==> src/hdl/masked_gf16_share_alu_macros.svh <==
// Assertion macros shared by the masked GF(16) share ALU.
`ifndef MASKED_GF16_SHARE_ALU_MACROS_SVH
`define MASKED_GF16_SHARE_ALU_MACROS_SVH
`ifndef ASSERT_OFF
// Checked only outside reset.
`define GFSA_ASSERT(label, clk, rst, prop) \
   label: assert property (@(posedge clk) disable iff (rst) prop) \
      else $error("gfsa assertion failed");
// Checked on every edge, reset included.
`define GFSA_ASSERT_ALWAYS(label, clk, prop) \
   label: assert property (@(posedge clk) prop) \
      else $error("gfsa assertion failed");
`else
`define GFSA_ASSERT(label, clk, rst, prop)
`define GFSA_ASSERT_ALWAYS(label, clk, prop)
`endif
`endif

==> src/hdl/gfsa_pkg.sv <==
// Types, constants and GF(16) helpers for the masked GF(16) share ALU.
`default_nettype none
package gfsa_pkg;

   localparam logic [2:0] CMD_ENCODE  = 3'd0;
   localparam logic [2:0] CMD_DECODE  = 3'd1;
   localparam logic [2:0] CMD_COPY    = 3'd2;
   localparam logic [2:0] CMD_XOR     = 3'd3;
   localparam logic [2:0] CMD_XOR3    = 3'd4;
   localparam logic [2:0] CMD_AND     = 3'd5;
   localparam logic [2:0] CMD_NOT     = 3'd6;
   localparam logic [2:0] CMD_REFRESH = 3'd7;

   // Generator matrix: column for the value, column for the random.
   localparam logic [3:0] GEN_V0 = 4'he;
   localparam logic [3:0] GEN_R0 = 4'hf;
   localparam logic [3:0] GEN_V1 = 4'hb;
   localparam logic [3:0] GEN_R1 = 4'ha;
   localparam logic [3:0] GEN_V2 = 4'h6;
   localparam logic [3:0] GEN_R2 = 4'h7;

   // Decoding weights.
   localparam logic [3:0] DEC_W0 = 4'h9;
   localparam logic [3:0] DEC_W1 = 4'hc;
   localparam logic [3:0] DEC_W2 = 4'h4;

   // Vandermonde points and degree reduction weights.
   localparam logic [3:0] VAND_P1 = 4'h6;
   localparam logic [3:0] VAND_P2 = 4'h7;
   localparam logic [3:0] RED_RB0 = 4'h2;
   localparam logic [3:0] RED_U2  = 4'hc;
   localparam logic [3:0] RED_RB1 = 4'hd;

   localparam logic [3:0] GF_ONE  = 4'h1;
   localparam logic [3:0] GF_ZERO = 4'h0;

   typedef struct packed {
      logic [2:0]  cmd;
      logic [11:0] op_a;
      logic [11:0] op_b;
      logic [11:0] op_c;
      logic [3:0]  plain_in;
      logic [3:0]  rand_a;
      logic [3:0]  rand_b;
   } req_type;

   typedef struct packed {
      logic [11:0] shares_out;
      logic [3:0]  plain_out;
   } rsp_type;

   // Front stage result: final answer, or share products for a multiply.
   typedef struct packed {
      logic        is_mul;
      logic [3:0]  rand_b;
      logic [11:0] shares;
      logic [3:0]  plain;
   } front_type;

   // Reduce stage result: final answer, or reduced coefficients.
   typedef struct packed {
      logic        is_mul;
      logic [11:0] shares;
      logic [3:0]  plain;
   } reduce_type;

   // Multiplication modulo x^4+x+1.
   function automatic logic [3:0] gf_mul(input logic [3:0] x, input logic [3:0] y);
      logic [3:0] acc;
      logic [3:0] p;
      acc = 4'h0;
      p   = x;
      for (int i = 0; i < 4; i++) begin
         if (y[i]) begin
            acc = acc ^ p;
         end
         p = {p[2:0], 1'b0} ^ (p[3] ? 4'h3 : 4'h0);
      end
      return acc;
   endfunction

   // Share triple of value v with randomness r, share 0 in the low nibble.
   function automatic logic [11:0] gf_encode(input logic [3:0] v, input logic [3:0] r);
      logic [3:0] s0;
      logic [3:0] s1;
      logic [3:0] s2;
      s0 = gf_mul(GEN_V0, v) ^ gf_mul(GEN_R0, r);
      s1 = gf_mul(GEN_V1, v) ^ gf_mul(GEN_R1, r);
      s2 = gf_mul(GEN_V2, v) ^ gf_mul(GEN_R2, r);
      return {s2, s1, s0};
   endfunction

endpackage
`default_nettype wire

==> src/hdl/masked_gf16_share_alu.sv <==
// Top level of the masked GF(16) share ALU: three-stage pipeline and flow control.
// An accepted beat moves through the stage one, two and three registers, and
// rsp_valid is the stage three valid bit.
// Throughput: one beat per cycle unless stalled; each stage register holds a beat.
// A stalled output backs up stage by stage, so empty stages still fill up.
// Reset clears the three stage valid bits; the data registers are not reset.
`default_nettype none
`include "masked_gf16_share_alu_macros.svh"
module masked_gf16_share_alu (
   input  wire logic                clock,
   input  wire logic                reset,
   input  wire logic                req_valid,
   output logic                     req_stall,
   input  wire gfsa_pkg::req_type   req_data,
   output logic                     rsp_valid,
   input  wire logic                rsp_stall,
   output gfsa_pkg::rsp_type        rsp_data
);
   import gfsa_pkg::*;

   // Per-stage valid bits and data registers.
   logic       s1_valid;
   logic       s2_valid;
   logic       s3_valid;
   front_type  s1_data;
   reduce_type s2_data;

   // Stage enables. A stage may load when it is empty or when the stage
   // after it is loading in the same cycle, so bubbles are squeezed out
   // and a stall never drops or repeats a beat.
   logic en1;
   logic en2;
   logic en3;

   assign en3 = !s3_valid || !rsp_stall;
   assign en2 = !s2_valid || en3;
   assign en1 = !s1_valid || en2;

   // The input side is held off only when the whole pipe is full and the
   // output beat is not being taken.
   assign req_stall = !en1;

   // Stage one handles every linear command and the decode, and forms the
   // share-wise products plus a fresh zero encoding for a masked multiply.
   gfsa_front u_front (
      .clock    (clock),
      .reset    (reset),
      .en       (en1),
      .in_valid (req_valid),
      .in_data  (req_data),
      .valid_ff (s1_valid),
      .data_ff  (s1_data)
   );

   // Stage two applies the inverse transform and the degree reduction to a product.
   gfsa_reduce u_reduce (
      .clock    (clock),
      .reset    (reset),
      .en       (en2),
      .in_valid (s1_valid),
      .in_data  (s1_data),
      .valid_ff (s2_valid),
      .data_ff  (s2_data)
   );

   // Stage three re-encodes a product and is the output register.
   gfsa_back u_back (
      .clock    (clock),
      .reset    (reset),
      .en       (en3),
      .in_valid (s2_valid),
      .in_data  (s2_data),
      .valid_ff (s3_valid),
      .data_ff  (rsp_data)
   );

   assign rsp_valid = s3_valid;

   // Reset leaves no beat on the output.
   `GFSA_ASSERT_ALWAYS(a_reset_clears_out, clock, reset |=> !rsp_valid)
   // A full pipe with a stalled output must hold off the input.
   `GFSA_ASSERT(a_full_stalls_in, clock, reset,
      (s1_valid && s2_valid && s3_valid && rsp_stall) |-> req_stall)
   // An accepted beat always lands in stage one.
   `GFSA_ASSERT(a_accept_fills_s1, clock, reset, (req_valid && !req_stall) |=> s1_valid)
   // A beat held in stage two keeps its contents while it waits.
   `GFSA_ASSERT(a_s2_holds, clock, reset,
      (s2_valid && !en2) |=> (s2_valid && $stable(s2_data)))
   // Only a decode yields a plain value, and a decode yields no shares.
   `GFSA_ASSERT(a_decode_no_shares, clock, reset,
      (rsp_valid && (rsp_data.plain_out != 4'h0)) |-> (rsp_data.shares_out == 12'h000))

endmodule
`default_nettype wire

==> src/hdl/gfsa_front.sv <==
// First pipeline stage: linear commands, decode and share-wise products.
`default_nettype none
module gfsa_front (
   input  wire logic                clock,
   input  wire logic                reset,
   input  wire logic                en,
   input  wire logic                in_valid,
   input  wire gfsa_pkg::req_type   in_data,
   output logic                     valid_ff,
   output gfsa_pkg::front_type      data_ff
);
   import gfsa_pkg::*;

   front_type  data_in;
   logic [11:0] zero_enc;
   logic [11:0] one_enc;
   logic [11:0] prod;

   assign zero_enc = gf_encode(GF_ZERO, in_data.rand_a);
   assign one_enc  = gf_encode(GF_ONE, in_data.rand_a);

   always_comb begin
      for (int i = 0; i < 3; i++) begin
         prod[4*i +: 4] = gf_mul(in_data.op_a[4*i +: 4], in_data.op_b[4*i +: 4]);
      end
   end

   always_comb begin
      data_in.is_mul = 1'b0;
      data_in.rand_b = in_data.rand_b;
      data_in.shares = 12'h000;
      data_in.plain  = 4'h0;
      unique case (in_data.cmd)
         CMD_ENCODE:  data_in.shares = gf_encode(in_data.plain_in, in_data.rand_a);
         CMD_DECODE:  data_in.plain  = gf_mul(in_data.op_a[3:0], DEC_W0)
                                     ^ gf_mul(in_data.op_a[7:4], DEC_W1)
                                     ^ gf_mul(in_data.op_a[11:8], DEC_W2);
         CMD_COPY:    data_in.shares = in_data.op_a;
         CMD_XOR:     data_in.shares = in_data.op_a ^ in_data.op_b;
         CMD_XOR3:    data_in.shares = in_data.op_a ^ in_data.op_b ^ in_data.op_c;
         CMD_AND: begin
            data_in.is_mul = 1'b1;
            data_in.shares = prod ^ zero_enc;
         end
         CMD_NOT:     data_in.shares = in_data.op_a ^ one_enc;
         CMD_REFRESH: data_in.shares = in_data.op_a ^ zero_enc;
         default:     data_in.shares = 12'h000;
      endcase
   end

   always_ff @(posedge clock) begin
      if (reset) begin
         valid_ff <= 1'b0;
      end else if (en) begin
         valid_ff <= in_valid;
      end
   end

   always_ff @(posedge clock) begin
      if (en) begin
         data_ff <= data_in;
      end
   end

endmodule
`default_nettype wire

==> src/hdl/gfsa_reduce.sv <==
// Second pipeline stage: inverse Vandermonde transform and degree reduction of a product.
`default_nettype none
module gfsa_reduce (
   input  wire logic                  clock,
   input  wire logic                  reset,
   input  wire logic                  en,
   input  wire logic                  in_valid,
   input  wire gfsa_pkg::front_type   in_data,
   output logic                       valid_ff,
   output gfsa_pkg::reduce_type       data_ff
);
   import gfsa_pkg::*;

   reduce_type data_in;
   logic [3:0] t0;
   logic [3:0] t1;
   logic [3:0] t2;
   logic [3:0] u0;
   logic [3:0] u1;
   logic [3:0] u2;
   logic [3:0] c0;
   logic [3:0] c1;

   assign t0 = in_data.shares[3:0];
   assign t1 = in_data.shares[7:4];
   assign t2 = in_data.shares[11:8];

   assign u0 = t0 ^ t1 ^ t2;
   assign u1 = t0 ^ gf_mul(t1, VAND_P2) ^ gf_mul(t2, VAND_P1);
   assign u2 = t0 ^ gf_mul(t1, VAND_P1) ^ gf_mul(t2, VAND_P2);

   // The degree-two coefficient is folded away with the fresh random.
   assign c0 = u0 ^ gf_mul(in_data.rand_b, RED_RB0) ^ gf_mul(u2, RED_U2);
   assign c1 = u1 ^ gf_mul(in_data.rand_b, RED_RB1);

   always_comb begin
      data_in.is_mul = in_data.is_mul;
      data_in.plain  = in_data.plain;
      if (in_data.is_mul) begin
         data_in.shares = {GF_ZERO, c1, c0};
      end else begin
         data_in.shares = in_data.shares;
      end
   end

   always_ff @(posedge clock) begin
      if (reset) begin
         valid_ff <= 1'b0;
      end else if (en) begin
         valid_ff <= in_valid;
      end
   end

   always_ff @(posedge clock) begin
      if (en) begin
         data_ff <= data_in;
      end
   end

endmodule
`default_nettype wire

==> src/hdl/gfsa_back.sv <==
// Third pipeline stage: forward Vandermonde transform of a product into the output register.
`default_nettype none
module gfsa_back (
   input  wire logic                   clock,
   input  wire logic                   reset,
   input  wire logic                   en,
   input  wire logic                   in_valid,
   input  wire gfsa_pkg::reduce_type   in_data,
   output logic                        valid_ff,
   output gfsa_pkg::rsp_type           data_ff
);
   import gfsa_pkg::*;

   rsp_type    data_in;
   logic [3:0] t0;
   logic [3:0] t1;
   logic [3:0] t2;
   logic [11:0] fwd;

   assign t0 = in_data.shares[3:0];
   assign t1 = in_data.shares[7:4];
   assign t2 = in_data.shares[11:8];

   assign fwd[3:0]  = t0 ^ t1 ^ t2;
   assign fwd[7:4]  = t0 ^ gf_mul(t1, VAND_P1) ^ gf_mul(t2, VAND_P2);
   assign fwd[11:8] = t0 ^ gf_mul(t1, VAND_P2) ^ gf_mul(t2, VAND_P1);

   always_comb begin
      data_in.plain_out  = in_data.plain;
      data_in.shares_out = in_data.is_mul ? fwd : in_data.shares;
   end

   always_ff @(posedge clock) begin
      if (reset) begin
         valid_ff <= 1'b0;
      end else if (en) begin
         valid_ff <= in_valid;
      end
   end

   always_ff @(posedge clock) begin
      if (en) begin
         data_ff <= data_in;
      end
   end

endmodule
`default_nettype wire
==> config.mk <==
export PLATFORM = sky130hd
export DESIGN_NAME = masked_gf16_share_alu
export DESIGN_NICKNAME = d
export VERILOG_FILES = /design/src/hdl/gfsa_pkg.sv /design/src/hdl/masked_gf16_share_alu.sv /design/src/hdl/gfsa_front.sv /design/src/hdl/gfsa_reduce.sv /design/src/hdl/gfsa_back.sv
export VERILOG_INCLUDE_DIRS = /design/src /design/src/hdl
export SDC_FILE = /design/constraint.sdc
export NUM_CORES = 1
export LEC_CHECK = 0
export CORE_MARGIN = 5
export CORE_UTILIZATION = 56
export DETAILED_ROUTE_END_ITERATION = 10
export DONT_BUFFER_PORTS = 1
export GPL_TIMING_DRIVEN = 0
export HOLD_SLACK_MARGIN = 0.05
export PLACE_DENSITY = 0.81
export REMOVE_ABC_BUFFERS = 1
export SYNTH_ARGS = -nofsm -noshare
export SYNTH_HDL_FRONTEND = slang
export SYNTH_SLANG_ARGS = --single-unit
==> constraint.sdc <==
create_clock -name clock -period 3.8 [get_ports clock]
set_clock_uncertainty 0.05 [all_clocks]
set_input_delay 0.38 -clock clock [delete_from_list [all_inputs] [get_ports clock]]
set_output_delay 0.38 -clock clock [all_outputs]
set_load 0.02 [all_outputs]
==> out/qor.yml, run 1 <==
run_status:
  status: "complete, no violations"
worst_setup_path:
  cp-start-kind: "register"
  cpMaxStageDelayCell: "nand2_1"
  cp_data_required_time_ns: 3.37
  worst-path-max-fanout: 22
  critPathMaxStageDelay_ns: 0.52
  cp_top_family: "simple AND/OR/NAND/NOR gates"
  crit_buf_inv: 1
  worstSetupPathType: "register to output pin"
  cp-end-kind: "output pin"
  worstPathCellList: "and3_1 -> nand2_1 -> inv_1"
  critical_path_arrival_ns: 2.00
grt:
  grt_overflow: 0
  grt_use_total: 0.1976
  grt_pass1_wl_mm: 15.95
  grt_max_degree: 37
  antenna_found_initial: 0
  grt_pass1_vias: 3273
synth:
  syn_area_um2: 4757
  yosysWarnings: 0
  yosysSeqAreaShare: 0.3535
  ys_top_cells_by_area: "edfxtp_1 34%, xnor2_1 26%, xor2_1 7.5%, nand2_1 3.7%, a21oi_1 2.3%"
  yosysTopAreaCellShare: 0.3409
  synth_cell_types: 37
  synth_area_leader_cell: "edfxtp_1"
  synth_seq_cells: 57
  post_synth.cell_area_avg_um2: 9.572
  synthCells: 497
  synth_edf_count: 54
  async_reset_ff_frac: 0
  ys.flop_type: "edfxtp_1"
placement:
  dpl.hpwl_mm: 7.637
  place_congestion: 0.9011
  io_buffer_count: 0
  dpl-instance-area_um2: 4753
  detailedPlace.worstSlack_ns: 1.348
power:
  p_int_mw: 1.796
  power.leakage_nw: 1.727
  power.switching_mw: 0.9491
  power_mw: 2.745
  power_frac_comb: 0.442
  pwr-share-clk: 0.175
  seqPwrFrac: 0.382
  p_sw_frac: 0.3458
  power_density_nw_per_um2: 557.1
  peakVddDrop_mv: 0.2255
floorplan:
  row_count: 33
  die-area_um2: 10440
  ios: 73
  dieHeight_um: 102.2
  die_w_um: 102.2
  core_area_um2: 8258
  start_util: 0.5761
detailed_routing:
  drt_iter0_drc: 200
  ant_nets: 0
  wire_per_inst_um: 16.74
  wirelength_mm: 9.775
  drc_errors: 0
  vias: 3321
  vias_per_cell: 5.687
  drt-pass1-iter-count: 4
final_layout:
  nNetsFinal: 532
  drive_gt1_frac: 0.04802
  fill_cells: 688
  multiInputGateArea_um2: 2903
  fin_area_um2: 4927
  synthToLayoutAreaGrowth_pct: 3.577
  diodes: 0
  seq_area_um2: 1682
sta:
  layout_setup_ws_ns: 1.374
  rsz0062_at_grt: "no"
  tns_ns: 0
  final.min_clock_period_ns: 2.426
  period_share: 0.6384
  worst_pin_slew_ns: 0.8810
  slew_headroom: 0.4113
  drv_slew: 0
  finalSetupViolations: 0
  hold_viol: 0
  fmaxAchievable_mhz: 412.2
min_path:
  hp-class: "primary input to register"
clocking:
  clockRootBuffer: "clkbuf_8"
  cts_buffer_depth: 2
  cts_resized: 0
  cts_buffers: 9
  clk_latency_ns: 0.32
  cts.sinks: 57
  clk_pin_slew_ns: 0.06
  cts_tree: "built"
  post_cts_buffers: 0
  h-tree-depth: 3
  cts_hold_buf: 0
job:
  cap_viol_max_count: 0
-- power by group through the flow --
stage	logic (mW)	clock network, mW	registers, mW
2_1_floorplan	1.06	0	1.04
3_3_place_gp	1.17	0	1.05
3_5_place_dp	1.22	0	1.07
4_1_cts	1.23	0.494	1.05
5_1_grt	1.33	0.525	1.07
6_report	1.21	0.481	1.05
-- final timing paths --
check,end,slack [ns],start,depth (start not counted)
setup reg to reg,u_reduce.data_ff[6],1.59,u_front.data_ff[8],6
hold reg to reg,u_reduce.data_ff[1],0.36,u_front.data_ff[1],0
setup / recovery,req_stall,1.37,u_back.valid_ff,3
hold / removal,u_front.valid_ff,0.07,reset,1
-- per-layer routing --
layer	wire length, µm	GRT usage
met5	0	0
met2	5085	0.3563
met4	121	0.06155
met1	3965	0.2312
met3	603	0.04778
-- state kept, by name, summed over array words and instances (netlist names) --
name,flops
u_back.valid_ff,1
u_front.valid_ff,1
u_front.data_ff,21
u_back.data_ff,16
u_reduce.data_ff,17
u_reduce.valid_ff,1
-- metrics by stage --
stage	instances	util	hold WS, ns
after floorplan	463	-	0.3503
after global placement	568	0.5756	0.3543
after detailed placement	568	0.5756	0.3545
after CTS	584	0.5967	0.05655
after global routing	584	0.5967	0.05409
final	584	0.5967	0.07471
-- layout by cell type, fill, tap and decap left out, types with 2 or more instances in the layout --
| master | synthesis | routed |
|---|---|---|
| nand3_1 | 5 | 5 |
| o221ai_1 | 5 | 5 |
| a21oi_1 | 22 | 22 |
| xnor2_1 | 142 | 142 |
| inv_1 | 10 | 10 |
| o211ai_1 | 3 | 3 |
| nor2b_1 | 11 | 11 |
| nand2b_1 | 8 | 8 |
| clkinv_2 | 0 | 3 |
| a221oi_1 | 6 | 6 |
| ha_1 | 3 | 3 |
| nor2_1 | 27 | 27 |
| mux2i_1 | 7 | 7 |
| a211o_1 | 2 | 2 |
| nand2_1 | 47 | 47 |
| o22ai_1 | 11 | 11 |
| dfxtp_1 | 3 | 3 |
| a22oi_1 | 11 | 11 |
| xnor2_4 | 2 | 2 |
| mux2_2 | 5 | 5 |
| clkbuf_8 | 0 | 11 |
| and2_1 | 2 | 2 |
| xor2_1 | 41 | 41 |
| o21ai_0 | 19 | 19 |
| o32ai_1 | 2 | 2 |
| and3_1 | 2 | 2 |
| nor3_1 | 4 | 4 |
| a211oi_1 | 2 | 2 |
| edfxtp_1 | 54 | 54 |
-- cell type report --
type                            instances  share of cell area
Clock inverter                          4            0.003809
Sequential cell                        57              0.3413
Clock buffer                           12             0.03149
Tap cell                              105             0.02666
Multi-Input combinational cell        396              0.5891
Inverter                               10            0.007618
-- cells in the mapped netlist, types with 10 or more instances --
library cell and n:
nand2_1 47, a22oi_1 11, nor2_1 27, xor2_1 41, a21oi_1 22, nor2b_1 11, clkbuf_1 27, o22ai_1 11
inv_1 10, o21ai_0 19, xnor2_1 142, edfxtp_1 54
-- cell families after synthesis --
logic type      share of synthesized area
mux                               0.02656
buf+inv                           0.03630
flops                              0.3535
compound gates                     0.1155
xor+xnor                           0.3590
fa+ha+maj                        0.007891
simple gates                       0.1013
Note: power is estimated with default switching activity, not from simulation.
==> run 2, diff against run 1 <==
--- a/config.mk
+++ b/config.mk
@@ -12,7 +12,7 @@
 export DONT_BUFFER_PORTS = 1
 export GPL_TIMING_DRIVEN = 0
 export HOLD_SLACK_MARGIN = 0.05
-export PLACE_DENSITY = 0.81
+export PLACE_DENSITY = 0.84
 export REMOVE_ABC_BUFFERS = 1
 export SYNTH_ARGS = -nofsm -noshare
 export SYNTH_HDL_FRONTEND = slang
==> constraint.sdc (replaced) <==
create_clock -name clock -period 2.07 [get_ports clock]
set_clock_uncertainty 0.05 [all_clocks]
set_input_delay 0.207 -clock clock [delete_from_list [all_inputs] [get_ports clock]]
set_output_delay 0.207 -clock clock [all_outputs]
set_load 0.02 [all_outputs]
==> run 2 against run 1 <==
Flip-flop and latch count did not move. Largest power group unchanged. Setup slack got worse by 1.3 ns. Wire length rose by 3.9%. Via count rose by 1.1%. Non-clock buffer count rose by 9. Final cell count rose by 1.5%. Largest cell class unchanged. First-iteration DRC count rose by 15%. Combinational power rose by 93%. Count of clock-buffer cells in the layout fell by 2.
==> out/qor.yml, run 2 (same netlist as run 1, synthesis figures left out) <==
grt:
  grt_max_degree: 37
  grt_use_total: 0.2047
  antenna_found_initial: 0
  grt_pass1_vias: 3474
  grt_pass1_wl_mm: 16.71
  grt_overflow: 0
job:
  cap_viol_max_count: 0
final_layout:
  finalNonFillerCells: 593
  final_cell_mix: "136 x xnor2_1, 54 x edfxtp_1, 46 x nand2_1, 40 x xor2_1, 27 x nor2_1"
  mostFrequentLayoutCell: "xnor2_1"
  fill_cells: 646
  drive_gt1_frac: 0.06762
  diodes: 0
  final_core_util: 0.6161
  top_regs: "u_front.data_ff: 21 flops, u_reduce.data_ff: 17 flops, u_back.data_ff: 16 flops"
  fin_area_um2: 5087
  synthToLayoutAreaGrowth_pct: 6.944
  nNetsFinal: 541
  regMostFlops: "u_front.data_ff"
  largest_register_ffs: 21
clocking:
  h-tree-depth: 3
  cts_tree: "built"
  cts.sinks: 57
  clk_pin_slew_ns: 0.06
  clk_latency_ns: 0.33
  clockRootBuffer: "clkbuf_8"
  cts_buffer_depth: 2
  cts_buffers: 9
worst_setup_path:
  critPathMaxStageDelay_ns: 0.48
  cp_top_family: "XOR/XNOR gates"
  critical_path_arrival_ns: 2.07
  worst-path-max-fanout: 3
  worstSetupPathType: "register to register"
  cp_common_cell: "xnor2_2"
  worstPathCellList: "xnor2_2 -> xnor2_2 -> xnor2_2 -> xnor3_1 -> nand2_1 -> xnor2_1"
  cp-start-kind: "register"
  r2r_slack_ns: 0.03
  cp-end-kind: "register"
  cpMaxStageDelayCell: "edfxtp_1"
  crit_buf_inv: 0
  cp_data_required_time_ns: 2.10
placement:
  dpl.hpwl_mm: 7.464
  dp.cells: 568
  detailedPlace.worstSlack_ns: -0.2861
  io_buffer_count: 0
  place_congestion: 0.8788
  dpl-instance-area_um2: 4753
floorplan:
  row_count: 33
  die_w_um: 102.2
  start_util: 0.5761
  dieHeight_um: 102.2
  die-area_um2: 10440
  ios: 73
  core_area_um2: 8258
power:
  power.leakage_nw: 1.818
  power_density_nw_per_um2: 1032
  power_mw: 5.252
  peakVddDrop_mv: 0.4955
detailed_routing:
  wirelength_mm: 10.15
  drt-pass1-iter-count: 4
  drc_errors: 0
  drt_iter0_drc: 230
  wl_met2_mm: 5.201
  top_layer: "met4"
  wire_per_inst_um: 17.12
  wl_met1_mm: 4.033
  dr_wl_met3_um: 601
  vias_per_cell: 5.664
  ant_nets: 0
  vias: 3359
sta:
  drv_slew: 0
  hold_viol: 0
  tns_ns: 0
  period_share: 0.9869
  finalSetupViolations: 0
  fin_hold_ws_ns: 0.08038
  rsz0062_at_grt: "yes"
  worst_pin_slew_ns: 0.7666
  layout_setup_ws_ns: 0.02711
  slew_headroom: 0.4872
  final.min_clock_period_ns: 2.043
  fmaxAchievable_mhz: 489.5
run_status:
  status: "complete, no violations"
min_path:
  hp-class: "primary input to register"
run 2: cell type report:
cell class | count | area (µm²) | share of cell area
Clock buffer | 10 | 127.6 | 0.02509
Inverter | 10 | 37.54 | 0.007378
Tap cell | 105 | 131.4 | 0.02582
Multi-Input combinational cell | 396 | 2963 | 0.5824
Timing Repair Buffer | 9 | 87.58 | 0.01722
Sequential cell | 57 | 1682 | 0.3305
Clock inverter | 6 | 58.81 | 0.01156
run 2: where the power goes:
part	leakage, nW	switching, mW	total [mW]	internal [mW]
clock network	0.0998	0.428	0.977	0.549
logic	1.09	1.06	2.34	1.27
registers	0.630	0.342	1.94	1.60
run 2: final timing paths:
check | startpoint | to | cells after the start
setup / recovery | u_front.data_ff[9] | u_reduce.data_ff[6] | 6
hold reg to reg | u_front.data_ff[3] | u_reduce.data_ff[3] | 0
hold / removal | req_data[45] | u_front.data_ff[3] | 2
setup reg to reg | u_front.data_ff[9] | u_reduce.data_ff[6] | 6
run 2: repair_timing:
action,in CTS,in global routing
hold endpoints to repair,9,0
gates resized for setup,4,5
pin swaps,2,2
hold buffers,8,0
endpoints found under the setup margin,2,3
buffers inserted,0,1
run 2: routing by layer:
metal / global-route usage / up-vias
met5: 0 / -
met4: 0.08880 / 0
met3: 0.04846 / 22
met2: 0.3568 / 109
met1: 0.2400 / 1576
li1: - / 1652
